File: src/rtl/cda_pkg.sv
// Shared types, constants and calendar tables for the date arithmetic block.
// Used by cda_sub_unit and calendar_date_arithmetic_top; depends on nothing.
package cda_pkg;

  // Day count width and packed stream widths
  localparam int COUNT_BITS  = 21;
  localparam int IN_FIELDS_W = 46 + COUNT_BITS;
  localparam int IN_DATA_W   = ((IN_FIELDS_W + 7) / 8) * 8;
  localparam int OUT_FIELDS_W = 49;
  localparam int OUT_DATA_W  = ((OUT_FIELDS_W + 7) / 8) * 8;

  // Day line widths: serials fit 23 bits, shifted sums carry the count too
  localparam int SER_W = 23;
  localparam int SUM_W = ((COUNT_BITS > SER_W) ? COUNT_BITS : SER_W) + 2;

  // Day line limits (years shifted up by one 400-year cycle)
  localparam int SER_LO     = 146097;   // 0001-01-01
  localparam int SER_HI     = 3798156;  // 10000-01-01
  localparam int DIFF_LIMIT = 3652058;
  localparam int YEAR_BIAS  = 399;      // shifted year minus one

  typedef enum logic [1:0] {
    MODE_ADD  = 2'd0,
    MODE_SUB  = 2'd1,
    MODE_CMP  = 2'd2,
    MODE_DIFF = 2'd3
  } mode_t;

  localparam logic [1:0] REL_EQ    = 2'd0;
  localparam logic [1:0] REL_LESS  = 2'd1;
  localparam logic [1:0] REL_GREAT = 2'd2;

  localparam logic [3:0] MONTH_JAN = 4'd1;
  localparam logic [3:0] MONTH_FEB_IDX = 4'd1;
  localparam logic [3:0] MONTH_DEC = 4'd12;
  localparam logic [3:0] MONTH_DEC_IDX = 4'd11;

  // Conversion direction of the shared divide loop
  typedef enum logic {
    CONV_SERIAL = 1'b0,   // date -> day serial
    CONV_DATE   = 1'b1    // day serial -> date
  } conv_t;

  // Result of one shared subtract step
  typedef struct packed {
    logic [SER_W-1:0] diff;
    logic             ge;
  } sub_res_t;

  function automatic logic [3:0] clamp_month(input logic [3:0] m);
    logic [3:0] r;
    r = m;
    if (m == 4'd0) r = MONTH_JAN;
    else if (m > MONTH_DEC) r = MONTH_DEC;
    return r;
  endfunction

  // Days before month m (1..12), non leap
  function automatic logic [8:0] days_before(input logic [3:0] m);
    logic [8:0] r;
    case (m)
      4'd1:    r = 9'd0;
      4'd2:    r = 9'd31;
      4'd3:    r = 9'd59;
      4'd4:    r = 9'd90;
      4'd5:    r = 9'd120;
      4'd6:    r = 9'd151;
      4'd7:    r = 9'd181;
      4'd8:    r = 9'd212;
      4'd9:    r = 9'd243;
      4'd10:   r = 9'd273;
      4'd11:   r = 9'd304;
      default: r = 9'd334;
    endcase
    return r;
  endfunction

  // Month length by zero-based index, non leap
  function automatic logic [4:0] month_len(input logic [3:0] idx);
    logic [4:0] r;
    case (idx)
      4'd1:    r = 5'd28;
      4'd3:    r = 5'd30;
      4'd5:    r = 5'd30;
      4'd8:    r = 5'd30;
      4'd10:   r = 5'd30;
      default: r = 5'd31;
    endcase
    return r;
  endfunction

  // Divisor of each phase of the divide loop
  function automatic logic [SER_W-1:0] phase_div(input conv_t k, input logic [1:0] ph);
    logic [SER_W-1:0] r;
    case (ph)
      2'd0:    r = (k == CONV_DATE) ? SER_W'(146097) : SER_W'(400);
      2'd1:    r = (k == CONV_DATE) ? SER_W'(36524)  : SER_W'(100);
      2'd2:    r = (k == CONV_DATE) ? SER_W'(1461)   : SER_W'(4);
      default: r = (k == CONV_DATE) ? SER_W'(365)    : SER_W'(1);
    endcase
    return r;
  endfunction

  // Amount accumulated per subtraction: days for serial, years for date
  function automatic logic [SER_W-1:0] phase_inc(input conv_t k, input logic [1:0] ph);
    logic [SER_W-1:0] r;
    case (ph)
      2'd0:    r = (k == CONV_DATE) ? SER_W'(400) : SER_W'(146097);
      2'd1:    r = (k == CONV_DATE) ? SER_W'(100) : SER_W'(36524);
      2'd2:    r = (k == CONV_DATE) ? SER_W'(4)   : SER_W'(1461);
      default: r = (k == CONV_DATE) ? SER_W'(1)   : SER_W'(365);
    endcase
    return r;
  endfunction

  // Remainder marking a century / 400-year boundary (serial direction)
  function automatic logic [SER_W-1:0] rem_mark(input logic [1:0] ph);
    logic [SER_W-1:0] r;
    case (ph)
      2'd0:    r = SER_W'(399);
      2'd1:    r = SER_W'(99);
      2'd2:    r = SER_W'(3);
      default: r = '1;
    endcase
    return r;
  endfunction

  // Quotient marking a boundary (date direction)
  function automatic logic [5:0] quo_mark(input logic [1:0] ph);
    logic [5:0] r;
    case (ph)
      2'd1:    r = 6'd3;
      2'd2:    r = 6'd24;
      2'd3:    r = 6'd3;
      default: r = '1;
    endcase
    return r;
  endfunction

endpackage

File: src/rtl/calendar_date_arithmetic_top.sv
// Top level of the Gregorian date arithmetic block: stream ports, sequencer
// and result register. Depends on cda_pkg and cda_sub_unit.

// One request is taken at a time; in_tready is high only while the sequencer
// is idle. Add and subtract convert the base date to a day serial, shift it
// and convert it back through one shared subtract unit, one subtraction per
// cycle, then walk the months. Difference converts both dates. A finished
// result waits in the output register and the next request can still be
// taken, but that request's result waits until the register is free. A
// shifted year outside 1 to 9999 sets range_error with a zero date.
module calendar_date_arithmetic_top (
  input  logic                             clk,
  input  logic                             rst_n,
  input  logic                             in_tvalid,
  output logic                             in_tready,
  // base_year, base_month, base_day, other_year, other_month, other_day,
  // day_count
  input  logic [cda_pkg::IN_DATA_W-1:0]    in_tdata,
  // mode
  input  logic [1:0]                       in_tuser,
  output logic                             out_tvalid,
  input  logic                             out_tready,
  // result_year, result_month, result_day, relation, day_difference,
  // range_error
  output logic [cda_pkg::OUT_DATA_W-1:0]   out_tdata
);
  import cda_pkg::*;

  typedef enum logic [5:0] {
    ST_IDLE    = 6'b000001,
    ST_DIV     = 6'b000010,
    ST_SER_END = 6'b000100,
    ST_SHIFT   = 6'b001000,
    ST_MONTH   = 6'b010000,
    ST_OUT     = 6'b100000
  } state_t;

  localparam logic signed [SUM_W-1:0] SUM_LO = SUM_W'(SER_LO);
  localparam logic signed [SUM_W-1:0] SUM_HI = SUM_W'(SER_HI);
  localparam logic signed [SER_W:0]   D_MAX  = (SER_W+1)'(DIFF_LIMIT);
  localparam logic signed [SER_W:0]   D_MIN  = -(SER_W+1)'(DIFF_LIMIT);

  state_t state_r, state_nxt;

  // Captured request
  logic [1:0]                   mode_r, mode_nxt;
  logic [13:0]                  by_r, by_nxt, oy_r, oy_nxt;
  logic [3:0]                   bm_r, bm_nxt, om_r, om_nxt;
  logic [4:0]                   bd_r, bd_nxt, od_r, od_nxt;
  logic signed [COUNT_BITS-1:0] cnt_in_r, cnt_in_nxt;

  // Sequencer working registers
  logic [SER_W-1:0] rem_r, rem_nxt, acc_r, acc_nxt, sb_r, sb_nxt;
  logic [5:0]       qcnt_r, qcnt_nxt;
  logic [1:0]       phase_r, phase_nxt;
  logic [3:0]       flag_r, flag_nxt;
  logic [3:0]       mo_r, mo_nxt;
  conv_t            kind_r, kind_nxt;
  logic             second_r, second_nxt;

  // Pending result
  logic [13:0]      ry_r, ry_nxt;
  logic [3:0]       rm_r, rm_nxt;
  logic [4:0]       rd_r, rd_nxt;
  logic [1:0]       rel_r, rel_nxt;
  logic [22:0]      rdiff_r, rdiff_nxt;
  logic             rerr_r, rerr_nxt;

  // Output register
  logic                  out_valid_r, out_valid_nxt;
  logic [OUT_DATA_W-1:0] out_data_r, out_data_nxt;

  // Shared unit
  logic [SER_W-1:0] sub_a, sub_b;
  sub_res_t         sub_res;

  cda_sub_unit u_sub (
    .a   (sub_a),
    .b   (sub_b),
    .res (sub_res)
  );

  // Combinational helpers
  logic [3:0]             sel_m;
  logic [4:0]             sel_d;
  logic                   leap_ser, leap_date, cap_hit;
  logic [SER_W-1:0]       ser_val;
  logic signed [SUM_W-1:0] sum_b, sum_c, sum_t;
  logic signed [SER_W:0]  dd;
  logic [3:0]             cbm, com;
  logic [1:0]             rel_c;
  logic [4:0]             mlen;

  assign in_tready  = (state_r == ST_IDLE);
  assign out_tvalid = out_valid_r;
  assign out_tdata  = out_data_r;

  assign leap_ser  = flag_r[2] & (~flag_r[1] | flag_r[0]);
  assign leap_date = flag_r[3] & (~flag_r[2] | flag_r[1]);

  // Date being converted to a serial
  assign sel_m = clamp_month(second_r ? om_r : bm_r);
  assign sel_d = second_r ? od_r : bd_r;

  assign ser_val = acc_r + SER_W'(days_before(sel_m))
                 + SER_W'((sel_m > 4'd2) && leap_ser) + SER_W'(sel_d) - SER_W'(1);

  assign dd = $signed({1'b0, sb_r}) - $signed({1'b0, ser_val});

  // Shifted serial
  assign sum_b = $signed({{(SUM_W-SER_W){1'b0}}, sb_r});
  assign sum_c = SUM_W'(cnt_in_r);
  assign sum_t = (mode_r == MODE_ADD) ? (sum_b + sum_c) : (sum_b - sum_c);

  // Compare from the input fields directly
  assign cbm = clamp_month(in_tdata[17:14]);
  assign com = clamp_month(in_tdata[40:37]);
  always_comb begin
    if (in_tdata[13:0] != in_tdata[36:23])
      rel_c = (in_tdata[13:0] > in_tdata[36:23]) ? REL_GREAT : REL_LESS;
    else if (cbm != com)
      rel_c = (cbm > com) ? REL_GREAT : REL_LESS;
    else if (in_tdata[22:18] != in_tdata[45:41])
      rel_c = (in_tdata[22:18] > in_tdata[45:41]) ? REL_GREAT : REL_LESS;
    else
      rel_c = REL_EQ;
  end

  assign mlen    = month_len(mo_r) + 5'((mo_r == MONTH_FEB_IDX) && leap_date);
  assign cap_hit = (kind_r == CONV_DATE) && (phase_r[0]) && (qcnt_r == 6'd3);

  // Shared unit operands
  always_comb begin
    sub_a = rem_r;
    sub_b = (state_r == ST_MONTH) ? SER_W'(mlen) : phase_div(kind_r, phase_r);
  end

  // Sequencer
  always_comb begin
    state_nxt     = state_r;
    mode_nxt      = mode_r;
    by_nxt        = by_r;
    bm_nxt        = bm_r;
    bd_nxt        = bd_r;
    oy_nxt        = oy_r;
    om_nxt        = om_r;
    od_nxt        = od_r;
    cnt_in_nxt    = cnt_in_r;
    rem_nxt       = rem_r;
    acc_nxt       = acc_r;
    sb_nxt        = sb_r;
    qcnt_nxt      = qcnt_r;
    phase_nxt     = phase_r;
    flag_nxt      = flag_r;
    mo_nxt        = mo_r;
    kind_nxt      = kind_r;
    second_nxt    = second_r;
    ry_nxt        = ry_r;
    rm_nxt        = rm_r;
    rd_nxt        = rd_r;
    rel_nxt       = rel_r;
    rdiff_nxt     = rdiff_r;
    rerr_nxt      = rerr_r;
    out_valid_nxt = out_valid_r;
    out_data_nxt  = out_data_r;

    if (out_valid_r && out_tready) out_valid_nxt = 1'b0;

    case (state_r)
      ST_IDLE: begin
        if (in_tvalid) begin
          mode_nxt   = in_tuser;
          by_nxt     = in_tdata[13:0];
          bm_nxt     = in_tdata[17:14];
          bd_nxt     = in_tdata[22:18];
          oy_nxt     = in_tdata[36:23];
          om_nxt     = in_tdata[40:37];
          od_nxt     = in_tdata[45:41];
          cnt_in_nxt = in_tdata[46 +: COUNT_BITS];
          ry_nxt     = '0;
          rm_nxt     = '0;
          rd_nxt     = '0;
          rel_nxt    = REL_EQ;
          rdiff_nxt  = '0;
          rerr_nxt   = 1'b0;
          // start the base date conversion
          rem_nxt    = SER_W'(in_tdata[13:0]) + SER_W'(YEAR_BIAS);
          acc_nxt    = '0;
          qcnt_nxt   = '0;
          phase_nxt  = '0;
          kind_nxt   = CONV_SERIAL;
          second_nxt = 1'b0;
          if (in_tuser == MODE_CMP) begin
            rel_nxt   = rel_c;
            state_nxt = ST_OUT;
          end else begin
            state_nxt = ST_DIV;
          end
        end
      end

      // one subtraction per cycle, four phases of decreasing divisor
      ST_DIV: begin
        if (sub_res.ge && !cap_hit) begin
          rem_nxt  = sub_res.diff;
          acc_nxt  = acc_r + phase_inc(kind_r, phase_r);
          qcnt_nxt = qcnt_r + 6'd1;
        end else begin
          flag_nxt[phase_r] = (kind_r == CONV_DATE) ? (qcnt_r == quo_mark(phase_r))
                                                    : (rem_r == rem_mark(phase_r));
          qcnt_nxt  = '0;
          phase_nxt = phase_r + 2'd1;
          if (phase_r == 2'd3) begin
            if (kind_r == CONV_DATE) begin
              mo_nxt    = '0;
              state_nxt = ST_MONTH;
            end else begin
              state_nxt = ST_SER_END;
            end
          end
        end
      end

      ST_SER_END: begin
        if (second_r) begin
          if (dd > D_MAX) rdiff_nxt = D_MAX[22:0];
          else if (dd < D_MIN) rdiff_nxt = D_MIN[22:0];
          else rdiff_nxt = dd[22:0];
          state_nxt = ST_OUT;
        end else begin
          sb_nxt = ser_val;
          if (mode_r == MODE_DIFF) begin
            second_nxt = 1'b1;
            rem_nxt    = SER_W'(oy_r) + SER_W'(YEAR_BIAS);
            acc_nxt    = '0;
            qcnt_nxt   = '0;
            phase_nxt  = '0;
            state_nxt  = ST_DIV;
          end else begin
            state_nxt = ST_SHIFT;
          end
        end
      end

      ST_SHIFT: begin
        if (sum_t < SUM_LO || sum_t >= SUM_HI) begin
          rerr_nxt  = 1'b1;
          state_nxt = ST_OUT;
        end else begin
          rem_nxt   = sum_t[SER_W-1:0];
          acc_nxt   = '0;
          qcnt_nxt  = '0;
          phase_nxt = '0;
          kind_nxt  = CONV_DATE;
          state_nxt = ST_DIV;
        end
      end

      // walk the months of the year
      ST_MONTH: begin
        if (!sub_res.ge || mo_r == MONTH_DEC_IDX) begin
          ry_nxt    = 14'(acc_r - SER_W'(YEAR_BIAS));
          rm_nxt    = mo_r + 4'd1;
          rd_nxt    = 5'(rem_r) + 5'd1;
          state_nxt = ST_OUT;
        end else begin
          rem_nxt = sub_res.diff;
          mo_nxt  = mo_r + 4'd1;
        end
      end

      ST_OUT: begin
        if (!out_valid_r || out_tready) begin
          out_valid_nxt = 1'b1;
          out_data_nxt  = OUT_DATA_W'({rerr_r, rdiff_r, rel_r, rd_r, rm_r, ry_r});
          state_nxt     = ST_IDLE;
        end
      end

      default: state_nxt = ST_IDLE;
    endcase
  end

  // Control state
  always_ff @(posedge clk) begin
    if (!rst_n) begin
      state_r     <= ST_IDLE;
      out_valid_r <= 1'b0;
    end else begin
      state_r     <= state_nxt;
      out_valid_r <= out_valid_nxt;
    end
  end

  // Payload
  always_ff @(posedge clk) begin
    mode_r     <= mode_nxt;
    by_r       <= by_nxt;
    bm_r       <= bm_nxt;
    bd_r       <= bd_nxt;
    oy_r       <= oy_nxt;
    om_r       <= om_nxt;
    od_r       <= od_nxt;
    cnt_in_r   <= cnt_in_nxt;
    rem_r      <= rem_nxt;
    acc_r      <= acc_nxt;
    sb_r       <= sb_nxt;
    qcnt_r     <= qcnt_nxt;
    phase_r    <= phase_nxt;
    flag_r     <= flag_nxt;
    mo_r       <= mo_nxt;
    kind_r     <= kind_nxt;
    second_r   <= second_nxt;
    ry_r       <= ry_nxt;
    rm_r       <= rm_nxt;
    rd_r       <= rd_nxt;
    rel_r      <= rel_nxt;
    rdiff_r    <= rdiff_nxt;
    rerr_r     <= rerr_nxt;
    out_data_r <= out_data_nxt;
  end

endmodule

File: src/rtl/cda_sub_unit.sv
// Shared subtract-and-compare unit of the date sequencer.
// Depends on cda_pkg.
module cda_sub_unit (
  input  logic [cda_pkg::SER_W-1:0] a,
  input  logic [cda_pkg::SER_W-1:0] b,
  output cda_pkg::sub_res_t         res
);
  import cda_pkg::*;

  logic [SER_W:0] wide;

  // a - b with borrow; ge when no borrow
  assign wide     = {1'b0, a} - {1'b0, b};
  assign res.diff = wide[SER_W-1:0];
  assign res.ge   = ~wide[SER_W];

endmodule

File: config.mk
export PLATFORM = sky130hd
export DESIGN_NAME = calendar_date_arithmetic_top
export DESIGN_NICKNAME = d
export VERILOG_FILES = /design/src/rtl/cda_pkg.sv /design/src/rtl/calendar_date_arithmetic_top.sv /design/src/rtl/cda_sub_unit.sv
export SDC_FILE = /design/constraint.sdc
export NUM_CORES = 1
export LEC_CHECK = 0
export ABC_AREA = 1
export BUFFER_PORTS_ARGS = -buffer_cell sky130_fd_sc_hd__buf_2
export CAP_MARGIN = 40
export CORE_ASPECT_RATIO = 1.4
export CORE_MARGIN = 2
export CORE_UTILIZATION = 45
export DETAILED_ROUTE_END_ITERATION = 10
export GPL_TIMING_DRIVEN = 1
export PLACE_DENSITY = 0.73
export SYNTH_ARGS = -nofsm -noshare
export SYNTH_HDL_FRONTEND = slang
export SYNTH_HIERARCHICAL = 1
export SYNTH_SLANG_ARGS = --single-unit
File: constraint.sdc
create_clock -name clk -period 12.95 [get_ports clk]
set_input_delay 1.295 -clock clk [delete_from_list [all_inputs] [get_ports clk]]
set_output_delay 1.295 -clock clk [all_outputs]
set_load 0.05 [all_outputs]
# Word level (Yosys, flattened, before mapping)
# Memories as Yosys holds them, arrays and structs flattened.
# Index checks and enable logic that the tools add are counted.
# Widths: inputs -> output; s select.
# op_classes
add_sub_neg	17
n_mul	0
div	0
order_cmp	13
eq_ne	36
shift	0
mux	104
bitwise	9
reduce_logical	40
# op_table
operator	count
$mux 23	19
$pmux 23 s5	1
$pmux 18 s3	2
$pmux 23 s4	1
$mux 6	15
$pmux 23 s3	1
$mux 4	14
$sub 23x23->24	2
$pmux 23 s2	1
$mux 18	2
$pmux 6 s6	1
$mux 16	2
$add 14x9->15 const B	2
$mux 14	2
$pmux 14 s2	1
$add 24x21->25	1
$ge 25x23->1 const B	1
$lt 25x19->1 const B	1
$mux 25	1
$sub 24x21->25	1
$gt 24x23->1 const B	1
$lt 24x23->1 const B	1
$ne 2x2->1 const B	12
$pmux 6 s4	1
other kinds (67)	133
# totals
regBits	247
latchBits	0
ramBits	0
romBits	144
inputBits	78
output_inout_bits	58
word_cells	245
memories	1
# mem_list
name	depth	word_bits	read_ports	rd_clocked_by_memory_dff	write_ports	line_no	text
(no name shown)	16	9	1	0	0	cda_pkg.sv:61	case (m)

# Depth between registers and ports, before layout
# logic_depth
ltp_word	15
depth_mapped	46

# By module
# Netlist, hierarchy kept.
# modules_own_cells
module	instances	cells_per_inst	area_per_inst_um2
calendar_date_arithmetic_top	1	2025	17108.9
cda_sub_unit	1	368	1767.9

# Worst setup path after synthesis
# OpenSTA, ideal clock, no wires.
# synth_timing
path_type	flip-flop to flip-flop
from	register second_r
to	register rdiff_r[7], data pin
setup_time_ns	0.271
arrival_time_ns	5.685
required_time_ns	12.679
slack_ns	6.994
stages_incl_launch_ff	43
n_path_buf	1
synth_period_minus_slack_ns	5.956
cell_sequence	edfxtp_1 o21ai_0 inv_1 nor2_1 nor2_1 inv_1 nand2_1 nand2_1 ha_1 o21ai_0 nand2_1 ha_1 inv_1 fa_1 ha_1 fa_1 nand2_1 nand2_1 [... 7 more ...] nand2_1 nand3_1 nand2_1 nand2_1 inv_1 nand3_1 nand3_2 nand2_2 nand2_2 nand2_1 nand2_2 xor2_1 nand2_1 nand2_1 nand2_1 nand2_4 buf_6 a21oi_1
# synth_via
elab_chain_len	15
elab_cells_between_ends	20
cone_classes	add/sub: 5; order compare: 4; mux: 8; reduce/logical: 2; memory: 1
# synth_lines
item	line_no	text
start, declared	calendar_date_arithmetic_top.sv:59	logic second_r, second_nxt;
start signal, assigned	calendar_date_arithmetic_top.sv:313	second_r <= second_nxt;
$mux 4	calendar_date_arithmetic_top.sv:102	assign sel_m = clamp_month(second_r ? om_r : bm_r);
$gt 4x4->1	cda_pkg.sv:54	else if (m > MONTH_DEC) r = MONTH_DEC;
$mux 4	cda_pkg.sv:54	
$mux 4	cda_pkg.sv:53	if (m == 4'd0) r = MONTH_JAN;
$mem_v2 16x9 / $gt 4x2->1 (equally long branches)	-	
$add 23x9->23 / $logic_and 1x1->1 (equally long branches)	calendar_date_arithmetic_top.sv:105, calendar_date_arithmetic_top.sv:106	
$add 23x1->23	calendar_date_arithmetic_top.sv:106	+ SER_W'((sel_m > 4'd2) && leap_ser) + SER_W'(sel_d) - SER_W'(1);
$add 23x5->23 *	calendar_date_arithmetic_top.sv:106	
$sub 23x1->23 *	calendar_date_arithmetic_top.sv:106	
via ser_val[5]	calendar_date_arithmetic_top.sv:87	logic [SER_W-1:0] ser_val;
$sub 23x23->24 *	calendar_date_arithmetic_top.sv:108	assign dd = $signed({1'b0, sb_r}) - $signed({1'b0, ser_val});
$lt 24x23->1	calendar_date_arithmetic_top.sv:227	else if (dd < D_MIN) rdiff_nxt = D_MIN[22:0];
$mux 23	calendar_date_arithmetic_top.sv:227	
$mux 23 *	calendar_date_arithmetic_top.sv:226	if (dd > D_MAX) rdiff_nxt = D_MAX[22:0];
$mux 23 *	calendar_date_arithmetic_top.sv:225	if (second_r) begin
$pmux 23 s2 *	calendar_date_arithmetic_top.sv:169	case (state_r)
end signal, assigned	calendar_date_arithmetic_top.sv:318	rdiff_r <= rdiff_nxt;
end, declared	calendar_date_arithmetic_top.sv:66	logic [22:0] rdiff_r, rdiff_nxt;
# The timed path passes the listed nets; every way through them passes the cells marked *. The select of a mux whose other input is x is not followed.
# A chain may end at the register's enable or synchronous reset.

# Worst setup path after layout
# layout_timing
from	register second_r
to	register rdiff_r[1], data pin
# Same word-level chain as after synthesis.

==> flow_summary_export.csv <==
group,metric,value,unit
routing,drt_iter0_markers,998,
cts,clk_latency,560,ps
floorplan,dieWidth,177,µm
critical_path,cp-start-kind,"register",
sta,min_period,7760,ps
sta,rsz0062_at_grt,"false",
critical_path,cp-end-kind,"register",
synth,synthCells,2393,
cells_and_area,fin_nets,2800,
synth,synth-xor-area-share,3.76,%
min_path,hold_path_class,"reg -> reg",
synth,synthDistinctLibCells,61,
routing,wl_per_cell,15.6,µm
critical_path,reg2reg_from,"second_r",
global_routing,grt_pass1_vias,15700,
synth,synth_mux_area_share,0.583,%
critical_path,crit_end,"rdiff_r[1]",
synth,ys.flop_type,"edfxtp_1",
sta,report.final.slew_viol_count,0,
sta,worst_slew_margin_rel,44.0,%
cts,cts_setup_buffers,0,
cells_and_area,fillers,3963,
critical_path,cp_slowest_cell,"edfxtp_1",
cts,post_cts_resized,0,
cts,ctsHtreeMaxLevel,1,
sta,holdWs,418,ps
synth,synth-edff-count,240,
sta,setup-violations-final,0,
critical_path,critical_path_depth,44,
critical_path,r2r.worst_path.cells,44,
cts,cts_buffers,26,
critical_path,cp.arrival,8080,ps
global_routing,antenna_found_initial,0,
synth,syn_area_per_cell,7.89,µm²
floorplan,dieArea,0.0436,mm²
critical_path,cp-startpoint,"second_r",
cts,cts.clk_slew.worst_paths,70,ps
cells_and_area,antenna_cells,0,
sta,tns,0,ps
routing,vias,16100,
sta,min_period_over_period,60.0,%
critical_path,crit_fanout,21,
floorplan,rows,88,
synth,yosysSeqAreaShare,38.9,%
synth,synthAdderAreaFrac,12.6,%
critical_path,rrSetupSlack,5190,ps
global_routing,grt.met1_usage,25.8,%
cells_and_area,areaGrowthSynthToFinish,11.7,%
sta,skew,22.3,ps
cts,cts-root-buf,"clkbuf_16",
cts,cts_sinks,247,
cells_and_area,finish.instance_area,0.0211,mm²
placement,io_buffers,123,
routing,avgViaCountPerCell,5.19,
critical_path,critPathBufInv,8,
sta,worstMarginPinSlew,841,ps
critical_path,path_class,"reg -> reg",
global_routing,grt.busiest_layer,"met2",
routing,wl,48.3,mm
synth,synthesis.area,0.0189,mm²
synth,ys_warn_count,6,
cts,cts_buffer_depth,3,
min_path,holdCritStartpoint,"rdiff_r[7]",
routing,firstDrtPassIters,5,
critical_path,cp.required,13260,ps
routing,drc,0,
synth,synth-simple-area-share,24.3,%
synth,synth_top_family_by_area,"simple AND/OR/NAND/NOR gates",
floorplan,core,0.0413,mm²
global_routing,met3_usage,1.93,%
floorplan,die_h,246,µm
sta,final_hold_viol_count,0,
global_routing,grt_max_degree,59,
global_routing,grt_usage,22.1,%
synth,synth-compound-area-share,10.4,%
global_routing,grt_pass1_wl,76.6,mm
global_routing,globalRouteOverflowTotal,0,
floorplan,io_pins,136,
floorplan,start_util,45.7,%
critical_path,slowest_delay,830,ps
critical_path,crit_family,"simple AND/OR/NAND/NOR gates",
cells_and_area,drive_gt1_share,10.1,%
cts,tritoncts,"done",
placement,gp_congestion,0.948,
run_status,status,"finished, final reports clean",
synth,ys_ff_latch,247,
routing,ant_nets,0,
critical_path,crit_top_cell,"nand2_1",
placement,dpl_cell_area,0.0202,mm²
sta,fmax,129,MHz
cts,holdBufCountCts,0,
global_routing,met2_usage,39.8,%
run,cap_violations,0,
placement,dp_hpwl,38.9,mm
synth,synthArstFlopShare,0,%
critical_path,r2r-end,"rdiff_r[1]",
-- logic make-up (layout without fill, tap and decap cells) --
family / Yosys count / after routing
adders and majority gates: 184 / 184
buffers and inverters: 461 / 613
xor gates and xnor gates: 81 / 81
AOI/OAI and AO/OA: 345 / 345
muxes: 11 / 11
and+or+nand+nor: 1063 / 1063
DFF: 247 / 247
other: 1 / 14
-- placed cells by master, fill, tap and decap left out, types with 16 or more instances in the layout --
| cell type | instances |
|---|---|
| nor2_1 | 195 |
| o211ai_1 | 16 |
| edfxtp_1 | 240 |
| nand2_2 | 23 |
| nor3_1 | 24 |
| buf_2 | 123 |
| nand3_1 | 129 |
| nand4_1 | 36 |
| inv_1 | 424 |
| xor2_1 | 55 |
| clkbuf_16 | 27 |
| nand2_1 | 586 |
| xnor2_1 | 26 |
| o21ai_0 | 96 |
| a21oi_1 | 157 |
| ha_1 | 175 |
-- sequential cells by signal (all words and copies together) (netlist names), 4 cells and up --
signal / flops
bd_r: 5
od_r: 5
flag_r: 4
rm_r: 4
rd_r: 5
rem_r: 23
mo_r: 4
rdiff_r: 23
sb_r: 23
acc_r: 23
bm_r: 4
qcnt_r: 6
oy_r: 14
ry_r: 14
out_tdata: 49
om_r: 4
cnt_in_r: 21
state_r: 6
-- Yosys cell counts, types with 4 or more instances --
| master | instances | area [µm²] |
|---|---|---|
| a31oi_1 | 5 | 31.3 |
| o21a_1 | 10 | 75.1 |
| a21o_1 | 6 | 45.0 |
| or2_2 | 7 | 43.8 |
| clkbuf_1 | 19 | 71.3 |
| nor3_1 | 26 | 130 |
| o211ai_1 | 16 | 120 |
| ha_1 | 175 | 2190 |
| a21oi_1 | 159 | 796 |
| xnor2_1 | 26 | 228 |
| o21ai_0 | 96 | 480 |
| a31o_2 | 5 | 43.8 |
| inv_1 | 424 | 1590 |
| dfxtp_1 | 7 | 140 |
| nor4_1 | 14 | 87.6 |
| o31ai_1 | 6 | 45.0 |
| and2_1 | 4 | 25.0 |
| a211oi_1 | 4 | 30.0 |
| a21oi_2 | 6 | 52.6 |
| nor2_2 | 6 | 37.5 |
| nand2_2 | 23 | 144 |
| nor2_1 | 199 | 747 |
| nand3_2 | 7 | 70.1 |
| nand2_1 | 586 | 2200 |
| edfxtp_1 | 240 | 7210 |
| o21bai_1 | 9 | 67.6 |
| nand2_4 | 5 | 56.3 |
| mux2i_1 | 11 | 110 |
| nand3b_1 | 7 | 52.6 |
| xor2_1 | 55 | 482 |
| nand3_1 | 129 | 646 |
| nand4_1 | 36 | 225 |
| fa_1 | 9 | 180 |
| buf_4 | 8 | 60.1 |
-- through the flow --
stage	setup WS, ps	util, %	std cells
after floorplan	6990	-	2406
after global placement	5300	48.9	3049
after detailed placement	5120	48.9	3050
after CTS	5110	51.1	3098
after global routing	4510	51.1	3098
final	5190	51.1	3098
-- cell type report --
| cell class | instances | area, µm² | area share [%] |
|---|---|---|---|
| inverter | 428 | 1610 | 7.62 |
| clock buffer | 32 | 724 | 3.44 |
| tap | 540 | 676 | 3.20 |
| sequential | 247 | 7350 | 34.8 |
| multi-input combinational | 1698 | 9840 | 46.7 |
| timing repair buffer | 137 | 721 | 3.42 |
| clock inverter | 16 | 175 | 0.831 |
-- worst min path at each step --
stage                          to  slack [ps]  cells after the start
CTS                  out_tdata[9]         420                      0
finish              out_tdata[32]         420                      0
detailed placement   out_tdata[9]         400                      0
global route         out_tdata[7]         420                      0
floorplan            out_tdata[0]         400                      0
global placement    out_tdata[17]         400                      0
-- layer usage --
layer / vias up / part of all wire, %
li1: 8201 / -
met1: 7370 / 41
met2: 390 / 49
met3: 119 / 4.0
met4: 0 / 5.9
met5: - / 0
Power is left out: the tool's default activity adds up to more than one toggle a clock period on the data nets, which glitch-free logic cannot reach.
